$ cat src/rtl/hrhp_pkg.sv
package hrhp_pkg;

    localparam int LENGTH_BITS_DEFAULT = 32;
    localparam int CL_NAME_LEN = 14;
    localparam int POS_BITS = 4;

    localparam logic [7:0] CHAR_ZERO  = 8'h30;
    localparam logic [7:0] CHAR_NINE  = 8'h39;
    localparam logic [7:0] CHAR_SPACE = 8'h20;
    localparam logic [7:0] CHAR_TAB   = 8'h09;
    localparam logic [7:0] CHAR_CR    = 8'h0D;
    localparam logic [7:0] CHAR_LF    = 8'h0A;
    localparam logic [7:0] CHAR_COLON = 8'h3A;
    localparam logic [7:0] CHAR_DOT   = 8'h2E;
    localparam logic [7:0] CHAR_SLASH = 8'h2F;
    localparam logic [7:0] CHAR_H     = 8'h48;
    localparam logic [7:0] CHAR_T     = 8'h54;
    localparam logic [7:0] CHAR_P     = 8'h50;
    localparam logic [7:0] CHAR_DEL   = 8'h7F;
    localparam logic [7:0] CTL_LAST   = 8'h1F;

    localparam logic [1:0] STATUS_MORE  = 2'd0;
    localparam logic [1:0] STATUS_DONE  = 2'd1;
    localparam logic [1:0] STATUS_ERROR = 2'd2;

    localparam logic [2:0] CLASS_NONE   = 3'd0;
    localparam logic [2:0] CLASS_METHOD = 3'd1;
    localparam logic [2:0] CLASS_URI    = 3'd2;
    localparam logic [2:0] CLASS_NAME   = 3'd3;
    localparam logic [2:0] CLASS_VALUE  = 3'd4;

    typedef enum logic [21:0] {
        ST_METHOD_START = 22'h000001,
        ST_METHOD       = 22'h000002,
        ST_URI          = 22'h000004,
        ST_H            = 22'h000008,
        ST_T1           = 22'h000010,
        ST_T2           = 22'h000020,
        ST_P            = 22'h000040,
        ST_SLASH        = 22'h000080,
        ST_MAJOR_START  = 22'h000100,
        ST_MAJOR        = 22'h000200,
        ST_MINOR_START  = 22'h000400,
        ST_MINOR        = 22'h000800,
        ST_NL1          = 22'h001000,
        ST_LINE_START   = 22'h002000,
        ST_LWS          = 22'h004000,
        ST_NAME         = 22'h008000,
        ST_SPACE        = 22'h010000,
        ST_VALUE        = 22'h020000,
        ST_NL2          = 22'h040000,
        ST_NL3          = 22'h080000,
        ST_DONE         = 22'h100000,
        ST_ERROR        = 22'h200000
    } parse_state_t;

    typedef enum logic [3:0] {
        PH_NONE    = 4'b0001,
        PH_LEAD    = 4'b0010,
        PH_DIGITS  = 4'b0100,
        PH_STOPPED = 4'b1000
    } length_phase_t;

    typedef struct packed {
        logic [1:0]  status;
        logic [2:0]  byte_class;
        logic        header_start;
        logic [15:0] version_major;
        logic [15:0] version_minor;
        logic [31:0] body_length;
        logic        length_found;
    } result_t;

    function automatic logic is_ctl(input logic [7:0] b);
        return (b <= CTL_LAST) || (b == CHAR_DEL);
    endfunction

    function automatic logic is_decimal(input logic [7:0] b);
        return (b >= CHAR_ZERO) && (b <= CHAR_NINE);
    endfunction

    function automatic logic is_token(input logic [7:0] b);
        logic ok;
        ok = !b[7] && !is_ctl(b);
        case (b)
            8'h28, 8'h29, 8'h3C, 8'h3E, 8'h40,
            8'h2C, 8'h3B, 8'h3A, 8'h5C, 8'h22,
            8'h2F, 8'h5B, 8'h5D, 8'h3F, 8'h3D,
            8'h7B, 8'h7D, 8'h20, 8'h09: ok = 1'b0;
            default: ;
        endcase
        return ok;
    endfunction

    // Characters of "Content-Length", indexed by position in the name.
    function automatic logic [7:0] cl_name_char(input logic [POS_BITS-1:0] pos);
        logic [7:0] c;
        case (pos)
            4'd0:    c = 8'h43;
            4'd1:    c = 8'h6F;
            4'd2:    c = 8'h6E;
            4'd3:    c = 8'h74;
            4'd4:    c = 8'h65;
            4'd5:    c = 8'h6E;
            4'd6:    c = 8'h74;
            4'd7:    c = 8'h2D;
            4'd8:    c = 8'h4C;
            4'd9:    c = 8'h65;
            4'd10:   c = 8'h6E;
            4'd11:   c = 8'h67;
            4'd12:   c = 8'h74;
            4'd13:   c = 8'h68;
            default: c = 8'h00;
        endcase
        return c;
    endfunction

endpackage

$ cat src/rtl/http_request_header_parser.sv
// HTTP/1.1 request header parser. One byte word enters per cycle (op 0 consumes data_byte,
// op 1 restarts at the method) and each accepted word yields exactly one result word, computed
// from the next state of the parse state machine and registered at the edge that updates it:
// the sustained rate is one word per clock while out_stall is low. A two-entry output stage
// lets a new word be accepted while a result still waits; in_stall rises only when both
// entries are full. Each result carries the status (more, done, malformed), the class of
// the byte, a header-start flag, the saturating HTTP version numbers and the value of the
// first Content-Length header, saturating at 2^LENGTH_BITS-1 and shown as its low 32 bits.
module http_request_header_parser
    import hrhp_pkg::*;
#(
    parameter int LENGTH_BITS = LENGTH_BITS_DEFAULT
)
(
    input  logic        clk,
    input  logic        rst_n,
    input  logic        in_valid,
    output logic        in_stall,
    input  logic        op,
    input  logic [7:0]  data_byte,
    output logic        out_valid,
    input  logic        out_stall,
    output logic [1:0]  status,
    output logic [2:0]  byte_class,
    output logic        header_start,
    output logic [15:0] version_major,
    output logic [15:0] version_minor,
    output logic [31:0] body_length,
    output logic        length_found
);

    parse_state_t            state_reg, state_next;
    length_phase_t           phase_reg, phase_next, feed_phase;
    logic                    seen_reg, seen_next;
    logic [15:0]             major_reg, major_next;
    logic [15:0]             minor_reg, minor_next;
    logic [POS_BITS-1:0]     pos_reg, pos_next;
    logic                    match_reg, match_next;
    logic [LENGTH_BITS-1:0]  len_reg, len_next, feed_len;

    result_t out_reg, out_next, skid_reg, result;
    logic    out_valid_reg, out_valid_next;
    logic    skid_valid_reg, skid_valid_next;

    logic                    accept, take;
    logic [3:0]              digit;
    logic [19:0]             major_acc, minor_acc;
    logic [15:0]             major_sat, minor_sat;
    logic [LENGTH_BITS+3:0]  len_acc;
    logic [LENGTH_BITS-1:0]  len_sat;
    logic [LENGTH_BITS+31:0] len_wide;
    logic                    is_sp_tab, name_hit;
    logic                    bad;
    logic [2:0]              cls;
    logic                    hstart;

    assign accept = in_valid && !in_stall;
    assign take   = out_valid_reg && !out_stall;

    assign digit     = 4'(data_byte - CHAR_ZERO);
    assign is_sp_tab = (data_byte == CHAR_SPACE) || (data_byte == CHAR_TAB);

    // Decimal accumulators: v*10 + d as two shifts and two adds, saturating on carry-out.
    assign major_acc = ({4'd0, major_reg} << 3) + ({4'd0, major_reg} << 1) + 20'(digit);
    assign minor_acc = ({4'd0, minor_reg} << 3) + ({4'd0, minor_reg} << 1) + 20'(digit);
    assign major_sat = (major_acc[19:16] != 4'd0) ? 16'hFFFF : major_acc[15:0];
    assign minor_sat = (minor_acc[19:16] != 4'd0) ? 16'hFFFF : minor_acc[15:0];
    assign len_acc   = ({4'd0, len_reg} << 3) + ({4'd0, len_reg} << 1)
                     + (LENGTH_BITS+4)'(digit);
    assign len_sat   = (len_acc[LENGTH_BITS+3:LENGTH_BITS] != 4'd0) ? '1
                     : len_acc[LENGTH_BITS-1:0];

    assign name_hit = match_reg && (pos_reg < POS_BITS'(CL_NAME_LEN))
                   && (data_byte == cl_name_char(pos_reg));

    // Content-Length value scan for one value byte.
    always_comb
    begin
        feed_phase = phase_reg;
        feed_len   = len_reg;
        case (phase_reg)
            PH_LEAD:
            begin
                if (!is_sp_tab)
                begin
                    feed_phase = is_decimal(data_byte) ? PH_DIGITS : PH_STOPPED;
                end
            end
            PH_DIGITS:
            begin
                if (!is_decimal(data_byte))
                begin
                    feed_phase = PH_STOPPED;
                end
            end
            default: ;
        endcase
        if (feed_phase == PH_DIGITS)
        begin
            feed_len = len_sat;
        end
    end

    always_comb
    begin
        state_next = state_reg;
        phase_next = phase_reg;
        seen_next  = seen_reg;
        major_next = major_reg;
        minor_next = minor_reg;
        pos_next   = pos_reg;
        match_next = match_reg;
        len_next   = len_reg;
        bad        = 1'b0;
        cls        = CLASS_NONE;
        hstart     = 1'b0;

        if (op)
        begin
            state_next = ST_METHOD_START;
            phase_next = PH_NONE;
            seen_next  = 1'b0;
            major_next = '0;
            minor_next = '0;
            pos_next   = '0;
            match_next = 1'b0;
            len_next   = '0;
        end
        else
        begin
            case (state_reg)
                ST_METHOD_START:
                begin
                    if (is_token(data_byte))
                    begin
                        state_next = ST_METHOD;
                        cls = CLASS_METHOD;
                    end
                    else bad = 1'b1;
                end
                ST_METHOD:
                begin
                    if (data_byte == CHAR_SPACE) state_next = ST_URI;
                    else if (is_token(data_byte)) cls = CLASS_METHOD;
                    else bad = 1'b1;
                end
                ST_URI:
                begin
                    if (data_byte == CHAR_SPACE) state_next = ST_H;
                    else if (is_ctl(data_byte)) bad = 1'b1;
                    else cls = CLASS_URI;
                end
                ST_H:
                begin
                    if (data_byte == CHAR_H) state_next = ST_T1;
                    else bad = 1'b1;
                end
                ST_T1:
                begin
                    if (data_byte == CHAR_T) state_next = ST_T2;
                    else bad = 1'b1;
                end
                ST_T2:
                begin
                    if (data_byte == CHAR_T) state_next = ST_P;
                    else bad = 1'b1;
                end
                ST_P:
                begin
                    if (data_byte == CHAR_P) state_next = ST_SLASH;
                    else bad = 1'b1;
                end
                ST_SLASH:
                begin
                    if (data_byte == CHAR_SLASH)
                    begin
                        major_next = '0;
                        minor_next = '0;
                        state_next = ST_MAJOR_START;
                    end
                    else bad = 1'b1;
                end
                ST_MAJOR_START, ST_MAJOR:
                begin
                    if (state_reg == ST_MAJOR && data_byte == CHAR_DOT)
                    begin
                        state_next = ST_MINOR_START;
                    end
                    else if (is_decimal(data_byte))
                    begin
                        major_next = major_sat;
                        state_next = ST_MAJOR;
                    end
                    else bad = 1'b1;
                end
                ST_MINOR_START, ST_MINOR:
                begin
                    if (state_reg == ST_MINOR && data_byte == CHAR_CR)
                    begin
                        state_next = ST_NL1;
                    end
                    else if (is_decimal(data_byte))
                    begin
                        minor_next = minor_sat;
                        state_next = ST_MINOR;
                    end
                    else bad = 1'b1;
                end
                ST_NL1:
                begin
                    if (data_byte == CHAR_LF) state_next = ST_LINE_START;
                    else bad = 1'b1;
                end
                ST_LINE_START:
                begin
                    if (data_byte == CHAR_CR) state_next = ST_NL3;
                    else if (seen_reg && is_sp_tab) state_next = ST_LWS;
                    else if (is_token(data_byte))
                    begin
                        // A new header line ends any Content-Length value scan in progress.
                        seen_next = 1'b1;
                        if (phase_reg == PH_LEAD || phase_reg == PH_DIGITS)
                        begin
                            phase_next = PH_STOPPED;
                        end
                        if (data_byte == cl_name_char('0))
                        begin
                            match_next = 1'b1;
                            pos_next   = POS_BITS'(1);
                        end
                        else
                        begin
                            match_next = 1'b0;
                            pos_next   = '0;
                        end
                        state_next = ST_NAME;
                        cls    = CLASS_NAME;
                        hstart = 1'b1;
                    end
                    else bad = 1'b1;
                end
                ST_LWS:
                begin
                    if (data_byte == CHAR_CR) state_next = ST_NL2;
                    else if (is_sp_tab) ;
                    else if (is_ctl(data_byte)) bad = 1'b1;
                    else
                    begin
                        phase_next = feed_phase;
                        len_next   = feed_len;
                        state_next = ST_VALUE;
                        cls = CLASS_VALUE;
                    end
                end
                ST_NAME:
                begin
                    if (data_byte == CHAR_COLON)
                    begin
                        if (match_reg && pos_reg == POS_BITS'(CL_NAME_LEN)
                            && phase_reg == PH_NONE)
                        begin
                            phase_next = PH_LEAD;
                        end
                        match_next = 1'b0;
                        state_next = ST_SPACE;
                    end
                    else if (is_token(data_byte))
                    begin
                        if (name_hit) pos_next = pos_reg + POS_BITS'(1);
                        else match_next = 1'b0;
                        cls = CLASS_NAME;
                    end
                    else bad = 1'b1;
                end
                ST_SPACE:
                begin
                    if (data_byte == CHAR_SPACE) state_next = ST_VALUE;
                    else bad = 1'b1;
                end
                ST_VALUE:
                begin
                    if (data_byte == CHAR_CR) state_next = ST_NL2;
                    else if (is_ctl(data_byte)) bad = 1'b1;
                    else
                    begin
                        phase_next = feed_phase;
                        len_next   = feed_len;
                        cls = CLASS_VALUE;
                    end
                end
                ST_NL2:
                begin
                    if (data_byte == CHAR_LF) state_next = ST_LINE_START;
                    else bad = 1'b1;
                end
                ST_NL3:
                begin
                    if (data_byte == CHAR_LF) state_next = ST_DONE;
                    else bad = 1'b1;
                end
                ST_DONE: ;
                default: state_next = ST_ERROR;
            endcase
            if (bad)
            begin
                state_next = ST_ERROR;
                cls    = CLASS_NONE;
                hstart = 1'b0;
            end
        end
    end

    assign len_wide = {32'd0, len_next};

    always_comb
    begin
        if (state_next == ST_ERROR) result.status = STATUS_ERROR;
        else if (state_next == ST_DONE) result.status = STATUS_DONE;
        else result.status = STATUS_MORE;
        result.byte_class     = cls;
        result.header_start   = hstart;
        result.version_major  = major_next;
        result.version_minor  = minor_next;
        result.body_length    = len_wide[31:0];
        result.length_found   = (phase_next != PH_NONE);
    end

    // Output register with one skid entry behind it.
    always_comb
    begin
        out_next        = out_reg;
        out_valid_next  = out_valid_reg;
        skid_valid_next = skid_valid_reg;
        if (skid_valid_reg)
        begin
            if (take)
            begin
                out_next        = skid_reg;
                skid_valid_next = 1'b0;
            end
        end
        else if (accept)
        begin
            if (!out_valid_reg || take)
            begin
                out_next       = result;
                out_valid_next = 1'b1;
            end
            else
            begin
                skid_valid_next = 1'b1;
            end
        end
        else if (take)
        begin
            out_valid_next = 1'b0;
        end
    end

    always_ff @(posedge clk or negedge rst_n)
    begin
        if (!rst_n)
        begin
            state_reg      <= ST_METHOD_START;
            phase_reg      <= PH_NONE;
            seen_reg       <= 1'b0;
            major_reg      <= '0;
            minor_reg      <= '0;
            pos_reg        <= '0;
            match_reg      <= 1'b0;
            len_reg        <= '0;
            out_valid_reg  <= 1'b0;
            skid_valid_reg <= 1'b0;
        end
        else
        begin
            if (accept)
            begin
                state_reg <= state_next;
                phase_reg <= phase_next;
                seen_reg  <= seen_next;
                major_reg <= major_next;
                minor_reg <= minor_next;
                pos_reg   <= pos_next;
                match_reg <= match_next;
                len_reg   <= len_next;
            end
            out_valid_reg  <= out_valid_next;
            skid_valid_reg <= skid_valid_next;
        end
    end

    always_ff @(posedge clk)
    begin
        out_reg <= out_next;
        if (accept && out_valid_reg && !take)
        begin
            skid_reg <= result;
        end
    end

    assign in_stall       = skid_valid_reg;
    assign out_valid      = out_valid_reg;
    assign status         = out_reg.status;
    assign byte_class     = out_reg.byte_class;
    assign header_start   = out_reg.header_start;
    assign version_major  = out_reg.version_major;
    assign version_minor  = out_reg.version_minor;
    assign body_length    = out_reg.body_length;
    assign length_found   = out_reg.length_found;

endmodule

$ cat config.mk
export PLATFORM = sky130hd
export DESIGN_NAME = http_request_header_parser
export DESIGN_NICKNAME = d
export VERILOG_FILES = /design/src/rtl/hrhp_pkg.sv /design/src/rtl/http_request_header_parser.sv
export SDC_FILE = /design/constraint.sdc
export NUM_CORES = 1
export LEC_CHECK = 0
export ABC_CLOCK_PERIOD_IN_PS = 6400
export BUFFER_PORTS_ARGS = -buffer_cell sky130_fd_sc_hd__buf_2
export CAP_MARGIN = 20
export CORE_UTILIZATION = 60
export CTS_CLUSTER_DIAMETER = 80
export DETAILED_ROUTE_END_ITERATION = 10
export HOLD_SLACK_MARGIN = 0.08
export PLACE_DENSITY = 0.78
export REMOVE_ABC_BUFFERS = 1
export SETUP_SLACK_MARGIN = 0.02
export SYNTH_ARGS = -nofsm -noshare
export SYNTH_HDL_FRONTEND = slang
export SYNTH_SLANG_ARGS = --single-unit
$ cat constraint.sdc
create_clock -name clk -period 6.4 [get_ports clk]
set_clock_uncertainty 0.2 [all_clocks]
set_input_delay 1.28 -clock clk [delete_from_list [all_inputs] [get_ports clk]]
set_output_delay 1.28 -clock clk [all_outputs]
set_load 0.01 [all_outputs]
==> results.toml <==
[synth]
syn_area_per_cell_um2 = 8.92
synth-seq-cells = 240
synthTopCellsByArea = "edfxtp_1 (25%), dfrtp_1 (14%), ha_1 (9.6%), nand2_1 (5.2%), a21oi_1 (4.7%)"
netlist_area_um2 = 16900
synthTopCellsByCount = "nand2_1 (236), nor2_1 (185), a21oi_1 (158)"
seq_area_frac_synth = 0.397
synth_warnings = 0
synth-edff-count = 142
yosysTopAreaCell = "edfxtp_1"
syn_inst = 1898
synth_top_area_frac = 0.252
synth_ff_type = "edfxtp_1"
synthArstFlopShare = 0.408
synth_cell_type_count = 91
synth_most_common_cell = "nand2_1"

[global_route]
grt_overflow = 0
top_usage_layer = "met2"
grtUsageMet1 = 0.459
grtUsageTotal = 0.335
grt_pass1_wl_mm = 77.2
antenna_found_initial = 0
grt_util_met2 = 0.545
grt_pass1_vias = 14740
grt_use_met3 = 0.0393
grt_max_degree = 58

[layout]
area_growth_pct = 9.46
diodes = 0
drive_above_1_share = 0.0998
largest_reg_flops = 71
post-route-util = 0.667
multi_input_area_um2 = 9630
nNetsFinal = 2091
regArea_um2 = 6720
fill_cells = 2349

[routing]
ant_nets = 0
wl_per_cell_um = 20.7
num_vias = 15413
wirelength_mm = 48.3
viasPerCell = 6.58
route.detailed.drc = 0
dr.first_iter.drc_count = 1675
dr.pass1.iters = 6

[sta]
min_period_ns = 5.27
fmax_mhz = 190
setup_viol = 0
post-route-period-util = 0.824
maxSlewViolCount = 0
worstMarginPinSlew_ns = 1.07
rsz0062_at_grt = "false"
max-slew-margin-rel = 0.271
hold_viol = 0

[worst_setup_path]
crit_fanout = 20
worstPathArrival_ns = 5.36
crit_required_ns = 6.49
critPathKind = "input pin to flop"
worstSetupEndpointType = "flop"
start_kind = "input pin"

[floorplanning]
die_h_um = 170
pin_count = 86
die_area_um2 = 28900
initial_core_util = 0.609
num_rows = 61
die_w_um = 170
core_um2 = 27800

[clocking]
htree_levels = 1
post_cts_buffers = 0
numCtsBuffers = 28
clkTransAtPathRegs_ns = 0.06
clock_path_buffers = 3
post_cts_resized = 0
postCtsHoldBufs = 0
clock_latency_ns = 0.57
tritoncts = "yes"
clock_sinks = 240
cts_root_buf = "clkbuf_16"

[run_status]
status = "finished clean"

[power]
power.leakage_nw = 7.90
max-vdd-ir-drop_mv = 0.187
cellPowerDensity_nw_per_um2 = 283
finalPower_mw = 5.25

[placement]
place_hpwl_mm = 34.0
numPortBuffers = 85
gp_congestion = 0.963

[flow_run]
max_cap_violations = 0

[worst_hold_path]
hold_class = "flop to flop"
## kinds of logic (layout without fill, tap and decap cells)
logic type / after synthesis / after routing / synth area share
AO/OA/AOI/OAI: 604 / 604 / 0.223
XOR/XNOR: 56 / 56 / 0.0290
adder cells (fa/ha/maj): 137 / 137 / 0.104
buffers and inverters: 142 / 207 / 0.0353
flip-flops: 240 / 240 / 0.397
multiplexers: 19 / 19 / 0.0121
AND/OR/NAND/NOR: 700 / 700 / 0.200
## per-stage QoR
step / area [um2] / setup TNS, ns / hold WS (ns) / worst slack [ns] / instances
2_1_floorplan: 16500 / -37.37 / 0.285 / -0.526 / 1803
3_3_place_gp: 17600 / 0 / 0.307 / 0.837 / 2290
3_5_place_dp: 17600 / 0 / 0.313 / 0.694 / 2290
4_1_cts: 18500 / 0 / 0.309 / 1.28 / 2341
5_1_grt: 18500 / 0 / 0.344 / 0.851 / 2341
6_report: 18500 / 0 / 0.315 / 1.13 / 2341
## cells in the final DEF, fill, tap and decap left out, types with 21 or more instances in the layout
cell type / synthesis / routed
nand2_1: 236 / 236
nor2_1: 185 / 185
a21oi_1: 158 / 157
edfxtp_1: 142 / 142
ha_1: 130 / 130
o21ai_0: 114 / 114
dfrtp_1: 96 / 95
buf_2: 18 / 84
o21ai_1: 60 / 60
inv_1: 45 / 45
nor3_1: 45 / 45
o22ai_1: 35 / 35
a21o_1: 33 / 33
nand3_1: 32 / 32
xnor2_1: 30 / 30
clkbuf_16: 0 / 28
xor2_1: 26 / 26
nand2b_1: 27 / 26
o211ai_1: 26 / 26
buf_4: 3 / 25
a211oi_1: 24 / 24
o31ai_1: 24 / 24
nand4_1: 21 / 21
nor2b_1: 22 / 21
## worst paths after layout
path                              start                end  slack (ns)  depth (start not counted)
max                        data_byte[2]  version_minor[10]        1.13                         13
min                        skid_reg[47]  version_minor[14]        0.31                          2
max reg2reg                  len_reg[0]    body_length[28]        1.79                         11
min reg2reg                skid_reg[47]  version_minor[14]        0.31                          2
max in group asynchronous         rst_n      state_reg[21]        4.11                          2
min in group asynchronous         rst_n       minor_reg[9]        0.59                          1
## routing by layer
| metal | up-vias | wire, um |
|---|---|---|
| li1 | 7171 | - |
| met1 | 7430 | 20800 |
| met2 | 693 | 22500 |
| met3 | 119 | 3530 |
| met4 | 0 | 1570 |
| met5 | - | 0 |
## report_power, final
| group | switching (mW) | internal, mW | leakage, nW |
|---|---|---|---|
| sequential | 0.174 | 2.01 | 2.71 |
| clock | 0.661 | 0.946 | 0.443 |
| combinational | 0.988 | 0.468 | 4.74 |
| total | 1.82 | 3.43 | 7.90 |
## cell type report
type | count | area share
Tap cell | 378 | 0.0255
Multi-Input combinational cell | 1516 | 0.520
Clock inverter | 16 | 0.00912
Sequential cell | 240 | 0.363
Clock buffer | 35 | 0.0403
Inverter | 47 | 0.00952
Timing Repair Buffer | 109 | 0.0328
## worst max-delay path, stage by stage
cell and delay [ns]:
buf_2 0.40, ha_1 0.32, ha_1 0.23, fa_1 0.50, a211oi_1 0.30, o211ai_1 0.22
a211oi_1 0.46, a21oi_1 0.20, nor2_1 0.16, mux2i_1 0.29, nand2_1 0.29, o311ai_0 0.53
o221ai_1 0.17
Power figures use the tool's default switching activity.
